[config.mk]
export PLATFORM = sky130hd
export DESIGN_NAME = timed_task_slot_table
export DESIGN_NICKNAME = d
export VERILOG_FILES = /design/src/sv/tts_pkg.sv /design/src/sv/tts_slot_mem.sv /design/src/sv/tts_ctrl.sv /design/src/sv/timed_task_slot_table.sv
export SDC_FILE = /design/constraint.sdc
export NUM_CORES = 1
export LEC_CHECK = 0
export BUFFER_PORTS_ARGS = -buffer_cell sky130_fd_sc_hd__buf_2
export CORE_UTILIZATION = 25
export DETAILED_ROUTE_END_ITERATION = 8
export GPL_TIMING_DRIVEN = 0
export PLACE_DENSITY = 0.41
export SETUP_SLACK_MARGIN = 0.15
export SLEW_MARGIN = 5
export SYNTH_ARGS = -nofsm -noshare
export SYNTH_HDL_FRONTEND = slang
export SYNTH_SLANG_ARGS = --single-unit
[constraint.sdc]
create_clock -name clk -period 6.6 [get_ports clk]
set_input_delay 1.32 -clock clk [delete_from_list [all_inputs] [get_ports clk]]
set_output_delay 1.32 -clock clk [all_outputs]
set_load 0.1 [all_outputs]
[src/sv/tts_pkg.sv]
// Shared types, constants and helpers for the timed task slot table.
package tts_pkg;

  localparam int SLOTS       = 4;
  localparam int IDX_W       = (SLOTS > 1) ? $clog2(SLOTS) : 1;
  localparam int CNT_W       = $clog2(SLOTS + 1);
  localparam int IN_TDATA_W  = 104;
  localparam int OUT_TDATA_W = 88;

  localparam logic [1:0]  KIND_SUBMIT = 2'd0;
  localparam logic [1:0]  KIND_TICK   = 2'd1;
  localparam logic [1:0]  KIND_REPLY  = 2'd2;
  localparam logic [15:0] RETRY_ONCE  = 16'h0001;

  typedef enum logic [2:0] {
    ST_ACCEPTED = 3'd0,
    ST_FULL     = 3'd1,
    ST_DUE      = 3'd2,
    ST_NONE_DUE = 3'd3,
    ST_RESCHED  = 3'd4,
    ST_DELETED  = 3'd5,
    ST_IGNORED  = 3'd6
  } status_t;

  typedef struct packed {
    logic [31:0] run_time;
    logic [15:0] retries;
    logic [15:0] handle;
    logic [31:0] data;
  } slot_entry_t;

  typedef struct packed {
    logic [1:0]  kind;
    logic [31:0] time_value;
    logic [15:0] retry_count;
    logic [15:0] task_handle;
    logic [31:0] task_data;
    logic [1:0]  reply_slot;
  } item_t;

  typedef struct packed {
    status_t     status;
    logic [1:0]  slot_index;
    logic [15:0] due_handle;
    logic [31:0] scheduled_time;
    logic [31:0] due_data;
    logic        last;
  } result_t;

  typedef struct packed {
    logic             we;
    logic [IDX_W-1:0] addr;
    slot_entry_t      entry;
  } mem_wr_t;

  typedef struct packed {
    logic             re;
    logic [IDX_W-1:0] addr;
  } mem_rd_t;

  function automatic logic [IDX_W-1:0] slot_addr(input logic [1:0] s);
    return IDX_W'(s);
  endfunction

  function automatic logic slot_in_range(input logic [1:0] s);
    return (32'(s) < 32'(SLOTS));
  endfunction

endpackage

[src/sv/tts_slot_mem.sv]
// Slot storage: one write port, one read port, registered read data.
module tts_slot_mem import tts_pkg::*; (
  input  logic        clk,
  input  mem_wr_t     wr,
  input  mem_rd_t     rd,
  output slot_entry_t rd_data
);

  slot_entry_t mem_r [SLOTS];
  slot_entry_t rd_data_r;

  always_ff @(posedge clk) begin
    if (wr.we) begin
      mem_r[wr.addr] <= wr.entry;
    end
    if (rd.re) begin
      rd_data_r <= mem_r[rd.addr];
    end
  end

  assign rd_data = rd_data_r;

endmodule

[src/sv/tts_ctrl.sv]
// Sequencer: submit, tick scan and reply read-modify-write over the slot memory.
module tts_ctrl import tts_pkg::*; (
  input  logic        clk,
  input  logic        rst_n,
  input  logic        in_valid,
  input  item_t       in_item,
  output logic        in_ready,
  input  logic        res_ready,
  output logic        res_push,
  output result_t     res,
  output mem_wr_t     mem_wr,
  output mem_rd_t     mem_rd,
  input  slot_entry_t mem_rdata
);

  typedef enum logic [1:0] {S_IDLE, S_SCAN, S_RPL_WR, S_EMIT} state_t;

  state_t           state_r, state_nxt;
  item_t            item_r, item_nxt;
  result_t          res_r, res_nxt;
  logic             hold_v_r, hold_v_nxt;
  logic [CNT_W-1:0] scan_ptr_r, scan_ptr_nxt;
  logic             chk_v_r, chk_v_nxt;
  logic [IDX_W-1:0] chk_idx_r, chk_idx_nxt;
  logic [SLOTS-1:0] valid_r, valid_nxt;
  logic [SLOTS-1:0] pend_r, pend_nxt;

  logic             free_found;
  logic [IDX_W-1:0] free_idx;
  logic             due;
  logic             stall;
  logic             scan_done;
  logic             keep;
  logic [IDX_W-1:0] in_addr;
  logic [IDX_W-1:0] rpl_addr;
  result_t          due_res;

  function automatic result_t mk_result(input status_t st, input logic [1:0] slot);
    result_t r;
    r = '0;
    r.status     = st;
    r.slot_index = slot;
    r.last       = 1'b1;
    return r;
  endfunction

  // lowest free slot
  always_comb begin
    free_found = 1'b0;
    free_idx   = '0;
    for (int i = SLOTS - 1; i >= 0; i--) begin
      if (!valid_r[i]) begin
        free_found = 1'b1;
        free_idx   = IDX_W'(i);
      end
    end
  end

  assign in_addr   = slot_addr(in_item.reply_slot);
  assign rpl_addr  = slot_addr(item_r.reply_slot);
  assign due       = chk_v_r && valid_r[chk_idx_r] && !pend_r[chk_idx_r] &&
                     (mem_rdata.run_time < item_r.time_value);
  assign stall     = due && hold_v_r && !res_ready;
  assign scan_done = !chk_v_r && (scan_ptr_r == CNT_W'(SLOTS));
  assign keep      = (mem_rdata.retries != RETRY_ONCE) && (item_r.time_value != '0);
  assign in_ready  = (state_r == S_IDLE);

  always_comb begin
    due_res                = '0;
    due_res.status         = ST_DUE;
    due_res.slot_index     = 2'(chk_idx_r);
    due_res.due_handle     = mem_rdata.handle;
    due_res.scheduled_time = mem_rdata.run_time;
    due_res.due_data       = mem_rdata.data;
    due_res.last           = 1'b0;
  end

  always_comb begin
    state_nxt    = state_r;
    item_nxt     = item_r;
    res_nxt      = res_r;
    hold_v_nxt   = hold_v_r;
    scan_ptr_nxt = scan_ptr_r;
    chk_v_nxt    = chk_v_r;
    chk_idx_nxt  = chk_idx_r;
    valid_nxt    = valid_r;
    pend_nxt     = pend_r;
    res_push     = 1'b0;
    res          = res_r;
    mem_wr       = '0;
    mem_rd       = '0;

    unique case (state_r)
      S_IDLE: begin
        if (in_valid) begin
          item_nxt = in_item;
          unique case (in_item.kind)
            KIND_SUBMIT: begin
              if (free_found) begin
                mem_wr.we             = 1'b1;
                mem_wr.addr           = free_idx;
                mem_wr.entry.run_time = in_item.time_value;
                mem_wr.entry.retries  = in_item.retry_count;
                mem_wr.entry.handle   = in_item.task_handle;
                mem_wr.entry.data     = in_item.task_data;
                valid_nxt[free_idx]   = 1'b1;
                pend_nxt[free_idx]    = 1'b0;
                res_nxt = mk_result(ST_ACCEPTED, 2'(free_idx));
              end else begin
                res_nxt = mk_result(ST_FULL, 2'd0);
              end
              state_nxt = S_EMIT;
            end
            KIND_TICK: begin
              scan_ptr_nxt = '0;
              chk_v_nxt    = 1'b0;
              hold_v_nxt   = 1'b0;
              state_nxt    = S_SCAN;
            end
            KIND_REPLY: begin
              if (slot_in_range(in_item.reply_slot) && valid_r[in_addr] && pend_r[in_addr]) begin
                mem_rd.re   = 1'b1;
                mem_rd.addr = in_addr;
                state_nxt   = S_RPL_WR;
              end else begin
                res_nxt   = mk_result(ST_IGNORED, in_item.reply_slot);
                state_nxt = S_EMIT;
              end
            end
            default: begin
              state_nxt = S_IDLE;
            end
          endcase
        end
      end

      S_SCAN: begin
        // a new due slot pushes out the one held before it
        if (due && hold_v_r) begin
          res_push = 1'b1;
          res      = res_r;
        end
        if (!stall) begin
          if (due) begin
            pend_nxt[chk_idx_r] = 1'b1;
            res_nxt             = due_res;
            hold_v_nxt          = 1'b1;
          end
          if (scan_ptr_r < CNT_W'(SLOTS)) begin
            mem_rd.re    = 1'b1;
            mem_rd.addr  = scan_ptr_r[IDX_W-1:0];
            scan_ptr_nxt = scan_ptr_r + CNT_W'(1);
            chk_v_nxt    = 1'b1;
            chk_idx_nxt  = scan_ptr_r[IDX_W-1:0];
          end else begin
            chk_v_nxt = 1'b0;
          end
        end
        if (scan_done) begin
          res_push = 1'b1;
          if (hold_v_r) begin
            res      = res_r;
            res.last = 1'b1;
          end else begin
            res = mk_result(ST_NONE_DUE, 2'd0);
          end
          if (res_ready) begin
            hold_v_nxt = 1'b0;
            state_nxt  = S_IDLE;
          end
        end
      end

      S_RPL_WR: begin
        mem_wr.we             = 1'b1;
        mem_wr.addr           = rpl_addr;
        mem_wr.entry.run_time = keep ? item_r.time_value : mem_rdata.run_time;
        mem_wr.entry.retries  = (keep && (mem_rdata.retries != '0)) ?
                                (mem_rdata.retries - 16'd1) : mem_rdata.retries;
        mem_wr.entry.handle   = mem_rdata.handle;
        mem_wr.entry.data     = item_r.task_data;
        pend_nxt[rpl_addr]    = 1'b0;
        if (keep) begin
          res_nxt = mk_result(ST_RESCHED, item_r.reply_slot);
        end else begin
          valid_nxt[rpl_addr] = 1'b0;
          res_nxt = mk_result(ST_DELETED, item_r.reply_slot);
        end
        state_nxt = S_EMIT;
      end

      S_EMIT: begin
        res_push = 1'b1;
        res      = res_r;
        if (res_ready) begin
          state_nxt = S_IDLE;
        end
      end

      default: begin
        state_nxt = S_IDLE;
      end
    endcase
  end

  always_ff @(posedge clk) begin
    item_r    <= item_nxt;
    res_r     <= res_nxt;
    chk_idx_r <= chk_idx_nxt;
    if (!rst_n) begin
      state_r    <= S_IDLE;
      hold_v_r   <= 1'b0;
      scan_ptr_r <= '0;
      chk_v_r    <= 1'b0;
      valid_r    <= '0;
      pend_r     <= '0;
    end else begin
      state_r    <= state_nxt;
      hold_v_r   <= hold_v_nxt;
      scan_ptr_r <= scan_ptr_nxt;
      chk_v_r    <= chk_v_nxt;
      valid_r    <= valid_nxt;
      pend_r     <= pend_nxt;
    end
  end

`ifndef SYNTH
  a_pend_needs_valid: assert property (@(posedge clk) disable iff (!rst_n)
    (pend_r & ~valid_r) == '0)
    else $error("pending set on a free slot");

  a_no_write_in_scan: assert property (@(posedge clk) disable iff (!rst_n)
    (state_r == S_SCAN) |-> !mem_wr.we)
    else $error("slot memory written during tick scan");

  a_hold_clear_idle: assert property (@(posedge clk) disable iff (!rst_n)
    (state_r == S_IDLE) |-> !hold_v_r)
    else $error("due result left held after scan");

  a_scan_last_only_at_end: assert property (@(posedge clk) disable iff (!rst_n)
    (state_r == S_SCAN && res_push && !scan_done) |-> !res.last)
    else $error("last flagged before scan end");
`endif

endmodule

[src/sv/timed_task_slot_table.sv]
// Top level of the timed task slot table: stream ports, sequencer, slot memory, output register.
//
// The table holds SLOTS task slots (run time, retry count, handle, private data)
// in a single-port-read, single-port-write memory; the valid and pending flags
// sit in flip-flops and are cleared by reset, the memory itself needs no clearing.
// One item is worked on at a time. A submit takes the lowest free slot and gives
// one result (accepted, or table full) through the emit state. A reply reads its
// slot, then writes it back rescheduled or freed, and gives one result; a reply
// naming a free, non-pending or absent slot skips the memory and is answered
// "ignored" through the emit state, like a submit. A tick walks the slots through
// the memory read port, one slot per cycle when not stalled, and gives one due
// result per expired, non-pending slot (marking it pending), with tlast on the
// final one, or a single "none due" result. Kind 3 is dropped with no result.
// Results pass through an output register, so the next item is taken while a
// result waits; the walk only stalls when a new due slot finds a result held and the output register full.
module timed_task_slot_table import tts_pkg::*; (
  input  logic                   clk,
  input  logic                   rst_n,
  input  logic                   in_tvalid,
  output logic                   in_tready,
  // [31:0] time_value, [47:32] retry_count, [63:48] task_handle,
  // [95:64] task_data, [97:96] reply_slot, [103:98] zero
  input  logic [IN_TDATA_W-1:0]  in_tdata,
  // [1:0] kind
  input  logic [1:0]             in_tuser,
  output logic                   out_tvalid,
  input  logic                   out_tready,
  // [1:0] slot_index, [17:2] due_handle, [49:18] scheduled_time,
  // [81:50] due_data, [87:82] zero
  output logic [OUT_TDATA_W-1:0] out_tdata,
  // [2:0] status
  output logic [2:0]             out_tuser,
  output logic                   out_tlast
);

  item_t       in_item;
  logic        res_ready;
  logic        res_push;
  result_t     res;
  mem_wr_t     mem_wr;
  mem_rd_t     mem_rd;
  slot_entry_t mem_rdata;

  result_t     out_r, out_nxt;
  logic        out_v_r, out_v_nxt;

  // unpack the input item
  assign in_item.kind        = in_tuser;
  assign in_item.time_value  = in_tdata[31:0];
  assign in_item.retry_count = in_tdata[47:32];
  assign in_item.task_handle = in_tdata[63:48];
  assign in_item.task_data   = in_tdata[95:64];
  assign in_item.reply_slot  = in_tdata[97:96];

  tts_ctrl u_ctrl (
    .clk       (clk),
    .rst_n     (rst_n),
    .in_valid  (in_tvalid),
    .in_item   (in_item),
    .in_ready  (in_tready),
    .res_ready (res_ready),
    .res_push  (res_push),
    .res       (res),
    .mem_wr    (mem_wr),
    .mem_rd    (mem_rd),
    .mem_rdata (mem_rdata)
  );

  tts_slot_mem u_mem (
    .clk     (clk),
    .wr      (mem_wr),
    .rd      (mem_rd),
    .rd_data (mem_rdata)
  );

  // output register: loads when empty or being drained this cycle
  assign res_ready = !out_v_r || out_tready;

  always_comb begin
    out_nxt   = out_r;
    out_v_nxt = out_v_r;
    if (res_push && res_ready) begin
      out_nxt   = res;
      out_v_nxt = 1'b1;
    end else if (out_tready) begin
      out_v_nxt = 1'b0;
    end
  end

  always_ff @(posedge clk) begin
    out_r <= out_nxt;
    if (!rst_n) begin
      out_v_r <= 1'b0;
    end else begin
      out_v_r <= out_v_nxt;
    end
  end

  assign out_tvalid = out_v_r;
  assign out_tuser  = out_r.status;
  assign out_tlast  = out_r.last;
  assign out_tdata  = {6'd0, out_r.due_data, out_r.scheduled_time,
                       out_r.due_handle, out_r.slot_index};

endmodule

Word level (Yosys, flattened, before mapping):

Memories as Yosys holds them, arrays and structs flattened. A register that Yosys moved wholly into a read port is not among the register bits.
Index checks and enable logic that the tools add are counted.

* register bits after elaboration: 256
* output and inout port bits: 94
* word-level logic and storage cells: 180
* memories: 1
* RAM bits: 384

* $lt $le $gt $ge: 9
* add/subtract/negate cells: 2
* equality and inequality tests: 18
* muxes and demuxes: 84
* bitwise gates (word level): 8
* reduce and logical (&&, ||, !) cells: 35

Memory list
* u_mem.mem_r: words 4, bits a word 96, read ports 1, clocked after memory_dff 1, wr ports 1, line tts_slot_mem.sv:9 `slot_entry_t mem_r [SLOTS];`

Operators with widths (number)
* 2-to-1 mux 86 bit: 7
* 2-to-1 mux 99 bit: 3
* case mux 86 bit (3 select lines): 1
* case mux 99 bit (2 select lines): 1
* case mux 86 bit (2 select lines): 1
* 2-to-1 mux 84 bit: 2
* 2-to-1 mux 4 bit: 9
* less-than comparator 32 bit: 1
* 2-to-1 mux 32 bit: 1
* nonzero test 32 bit: 1
* 2-to-1 mux 3 bit: 9
* 2-to-1 mux 1 bit: 26
* 2-to-1 mux 16 bit: 1
* inequality test 16 x 1 -> 1 bit, second input constant: 1
* nonzero test 16 bit: 1
* subtractor 16 x 1 -> 16 bit, second input constant: 1
* 2-to-1 mux 2 bit: 7
* logical AND 1 bit: 13
* bitwise AND 4 bit: 3
* less-than comparator 2 x 3 -> 1 bit, second input constant: 4
* inequality test 2 x 1 -> 1 bit, second input constant: 6
* case mux 3 bit (2 select lines): 2
* case mux 4 bit (3 select lines): 1
* AND reduction 6 bit: 2
* other kinds (27): 52

Longest topological paths before layout:

* depth in word-level cells: 14
* depth in mapped cells: 13

Modules after synthesis:

Synthesis repeated with hierarchy kept, for this count alone.

* cells, all modules: 1641
* area, all modules: 28950.3 sq um

By module, submodules not included
* tts_slot_mem: area each 16772.3 sq um, sequential area each 14413.8 sq um, instances 1, cells an instance 602
* tts_ctrl: area each 9489.1 sq um, sequential area each 4924.7 sq um, instances 1, cells an instance 941
* timed_task_slot_table: area each 2688.8 sq um, sequential area each 2602.5 sq um, instances 1, cells an instance 98

Worst setup path before layout:

OpenSTA, ideal clock, no wires.

* path type: register to register
* start: register u_ctrl.state_r[1]
* end: memory u_mem.mem_r[0][0] (netlist name) (enable)
* arrival: 6.707 ns
* cell stages (with the launch flop): 10
* buffers on the path: 2
* required time: 6.048 ns
* path slack: -0.659 ns
* cell sequence: dfxtp_1 > inv_1 > ha_1 > nand2_1 > nor3_1 > and2_1 > clkbuf_1 > clkbuf_1 > o21ai_0 > nor2_1

* longest elaborated chain between the ends: 4
* elaborated cells on any way between the ends: 5

RTL lines
* start, declared: line tts_ctrl.sv:18 `state_t state_r, state_nxt;`
* start signal, assigned: line tts_ctrl.sv:218 `state_r <= state_nxt;`
* logical NOT 2 bit *
* named net in_tready: line timed_task_slot_table.sv:20 `output logic in_tready,`
* case mux 99 bit (2 select lines) *: line tts_ctrl.sv:93 `unique case (state_r)`
* 2-to-1 mux 1 bit: line tts_slot_mem.sv:13 `if (wr.we) begin`
* 2-to-1 mux 1 bit (not written as such): line tts_slot_mem.sv:14 `mem_r[wr.addr] <= wr.entry;`
* end, declared: line tts_slot_mem.sv:9

Mark *: on every way through the listed nets, which the timed path passes. The rest lies on a longest branch.

Final worst setup path:

* start: register u_ctrl.state_r[1]
* end: memory u_mem.mem_r[0][37] (netlist name) (enable)

* longest elaborated chain between the ends: 4
* elaborated cells on any way between the ends: 5

RTL lines (line)
* == test 2 bit / logical NOT 2 bit (equally long branches): tts_ctrl.sv:93
* case mux 99 bit (2 select lines) *: tts_ctrl.sv:93
* 2-to-1 mux 1 bit: tts_slot_mem.sv:13
* 2-to-1 mux 1 bit (not written as such): tts_slot_mem.sv:14

Mark *: on every way between the ends. The rest lies on a longest branch, timed or not.

==> results.md <==
* Critical Path Source Type: flip-flop
* Worst-case setup margin in the final layout at 1550 ps
* Die X-Extent at 346 um
* Number of instances in the synthesized netlist at 1818
* Static power due to leakage at 11.9 nW
* Reported max-cap violation count at 0
* Mean Syn Cell Area at ~16 sq um
* Setup violation total in the final timing report at 0
* Top cell type's share of synthesized area at 0.730
* Area share of xor/xnor cells in the synthesized design at 0.00444
* Resize count post-CTS at 0
* Synth warn at 0
* Initial antenna violation count at 25
* Sequential area share after synthesis at 0.741
* Class of the tightest hold or removal check: flip-flop to flip-flop
* Fmax at 198 MHz
* Cell area after layout at 0.0361 sq mm
* Area of the die at 0.120 sq mm
* Slew at the pin closest to its max-slew limit at about 1200 ps
* Min Clock Period, post-route at between 5000 and 6000 ps
* Critical path capture point type: flip-flop
* Unrepaired setup endpoints after global routing: no
* Via count of the routed design at 16.3k
* Length of the first detailed-routing pass in iterations at 5
* Starting density of the core at 0.254
* Remaining antenna violation count after routing at 0
* Final weighted congestion of routability-driven global placement at 0.795
* Dominant register cell in the synthesized netlist: edfxtp_1
* Fraction of synthesized area in multiplexers at 0.0988
* Portion of the clock cycle consumed by the worst path in the final layout at 0.765
* Yosys top cell by area: edfxtp_1
* Distinct cells, synth at 58
* Biggest cell delay along the critical path at 840 ps
* Cell chain of the critical path: inv_1 > ha_1 > nand2_1 > nor3_1 > and2_1 > clkbuf_1 > clkbuf_1 > o21ai_0 > nor2_4 > buf_12 > buf_16 > buf_12
* Per-cell via count in the routed design at roughly 4.4
* Final core occ at 0.309
* WP data required at 6930 ps
* Number of hold violations in the final report at 0
* Worst-path maximum fanout at 21
* Outcome: finished clean
* Fraction of registers with async set or reset after synthesis at 0
* Max-slew violations at 0
* Worst-case headroom to the max-slew limit at 0.191
* Inserted Clock Buffers at 84
* Height of the die at 346 um
* Clk sinks at 736
* Maximum number of buffers from clock root to sink at 3
* Max IR drop VDD at about 0.22 mV
* Leftover overflow at the end of global routing at 0
* Drt total wl at 81500 um
* I/O pin count at 204
* Routed wire length per instance at 21.9 um
* Setup Fix Bufs, Post-CTS at 0
* Share of layout cells above drive strength 1 at 0.186
* Simple-gate portion of the synthesized area at 0.0689
* Power per Cell Area at 440 mW/mm^2
* Total DRC errors in the routed layout at 0
* Sum of net half-perimeters after detailed placement at 54500 um
* Cell types occupying the most area after synthesis: edfxtp_1, mux2i_1, nor2b_1, and2_1, ha_1
* Slowest stage cell, crit path: clkbuf_1
* H-Tree Level Count at 3
* Number of enable-type register cells in the synthesized netlist at 720
* Accumulated negative setup slack at 0 ps
* Most frequent cell after synthesis: edfxtp_1
* Post-Syn Area at around 0.030 sq mm
* Maximum number of pins on one net before global-route repair at 50
* Layout-stage area growth over the synthesis result at 21.9%
* Place WS at 862 ps
* Most common library cells after synthesis: edfxtp_1, mux2i_1, nor2b_1, and2_1, nand2_1
* Placed inst area at roughly 0.033 sq mm
* Slack of the worst reg-to-reg path at about 1600 ps
* Number of storage elements in the synthesis netlist at 736
* Clock transition at the registers of the reported paths at 60 ps
* Fin Hold WS at 508 ps
* Standard cell core area at 0.117 sq mm
* Root Buffer Master: clkbuf_16
* Worst setup path category: flip-flop to flip-flop
* Wire length of the first global-routing pass at 117000 um
* Final instance count without filler cells at 3722
* CTS tree: yes
* Crit path arrival time at 5380 ps
* Largest family of logic cells by synthesized area: multiplexers
* Insertion delay of the later-clocked pin in the worst-skew pair at 660 ps
* Total of buffers placed on input and output ports at 191
* Adder-cell area share of the yosys netlist at 0.0173
* Placed insts at 3565
* Total Routing Usage GR at 0.135
* Overall power at 15.9 mW
* Synth Area in Compound Gates at 0.0490
* 1st-iter DRT viols at just over 1k
* Count of hold buffers inserted by post-cts repair at 0
* Final Net Count at 2278
* Number of rows in the core area at about 130
* Via count of the first global-routing pass at 17.1k
* Clock skew after layout at 29.5 ps
==> where the power goes <==
part	internal (mW)	leakage (nW)	switching (mW)	total, mW
sequential	6.89	6.86	0.348	7.24
clock	3.03	1.44	1.97	5.00
combinational	1.02	3.64	2.65	3.66
total	10.9	11.9	4.97	15.9
==> worst max-delay path: cells and delay by family (launching register included) <==
family	cells	cell delay, ps
buffers and inverters	6	2300
and+or+nand+nor	4	1420
AOI/OAI and AO/OA	1	360
DFF	1	330
adders and majority gates	1	330
==> sequential cells by signal (all words and copies together), names as in the netlist <==
signal,flops
out_tdata,82
out_tlast,1
out_tuser,3
out_tvalid,1
u_ctrl.chk_idx_r,2
u_ctrl.chk_v_r,1
u_ctrl.hold_v_r,1
u_ctrl.item_r,64
u_ctrl.pend_r,4
u_ctrl.res_r,86
u_ctrl.rpl_addr,2
u_ctrl.scan_ptr_r,3
u_ctrl.state_r,2
u_ctrl.valid_r,4
u_mem.mem_r,384
u_mem.rd_data,96
==> per-layer routing <==
metal	global-route usage	vias up	wire, um
met1	0.173	8242	36000
met2	0.226	399	39200
met4	0.0424	18	1920
met3	0.0274	130	4330
met5	0	-	107
li1	-	7528	-
==> final timing paths <==
kind	cells after the start	start	to
worst min-delay path	2	u_ctrl.pend_r[2]$_SDFFE_PN0P_	u_ctrl.pend_r[2]$_SDFFE_PN0P_
worst max-delay path	12	u_ctrl.state_r[1]$_SDFFE_PN0P_	u_mem.mem_r[0][37]$_DFFE_PP_
worst min register to register	2	u_ctrl.pend_r[2]$_SDFFE_PN0P_	u_ctrl.pend_r[2]$_SDFFE_PN0P_
worst max register to register	12	u_ctrl.state_r[1]$_SDFFE_PN0P_	u_mem.mem_r[0][37]$_DFFE_PP_
==> cell families after synthesis <==
group,count (synthesis)
xor gates and xnor gates,15
and+or+nand+nor,380
buffers and inverters,135
other,1
DFF,736
adders and majority gates,41
muxes,291
AOI/OAI and AO/OA,219
==> final cells by class <==
cell class,instances,area [sq um]
fill,11397,80700
sequential,736,21900
multi-input combinational,952,7130
clock buffer,93,2140
tap,1524,1910
timing repair buffer,218,1540
clock inverter,62,828
buffer,90,442
inverter,45,171
antenna,2,5.00
==> cells in the final DEF, fill, tap and decap left out, types with 10 or more instances in the layout <==
master,synthesis,layout
buf_12,0,21
a22o_1,55,55
mux2i_1,290,290
nand2_1,78,78
bufinv_16,0,17
buf_2,26,217
clkinv_2,0,14
ha_1,41,41
dfxtp_1,16,16
clkbuf_1,49,58
and2_1,87,87
inv_1,44,43
clkinv_1,1,14
nor4_1,12,12
a21boi_0,10,10
edfxtp_1,720,720
nor2b_1,90,89
clkbuf_16,0,84
a21oi_1,51,51
xnor2_1,10,10
nor2_1,59,55
o21ai_0,36,36
o21ai_1,31,31
Note: power is estimated with default switching activity, not from simulation.
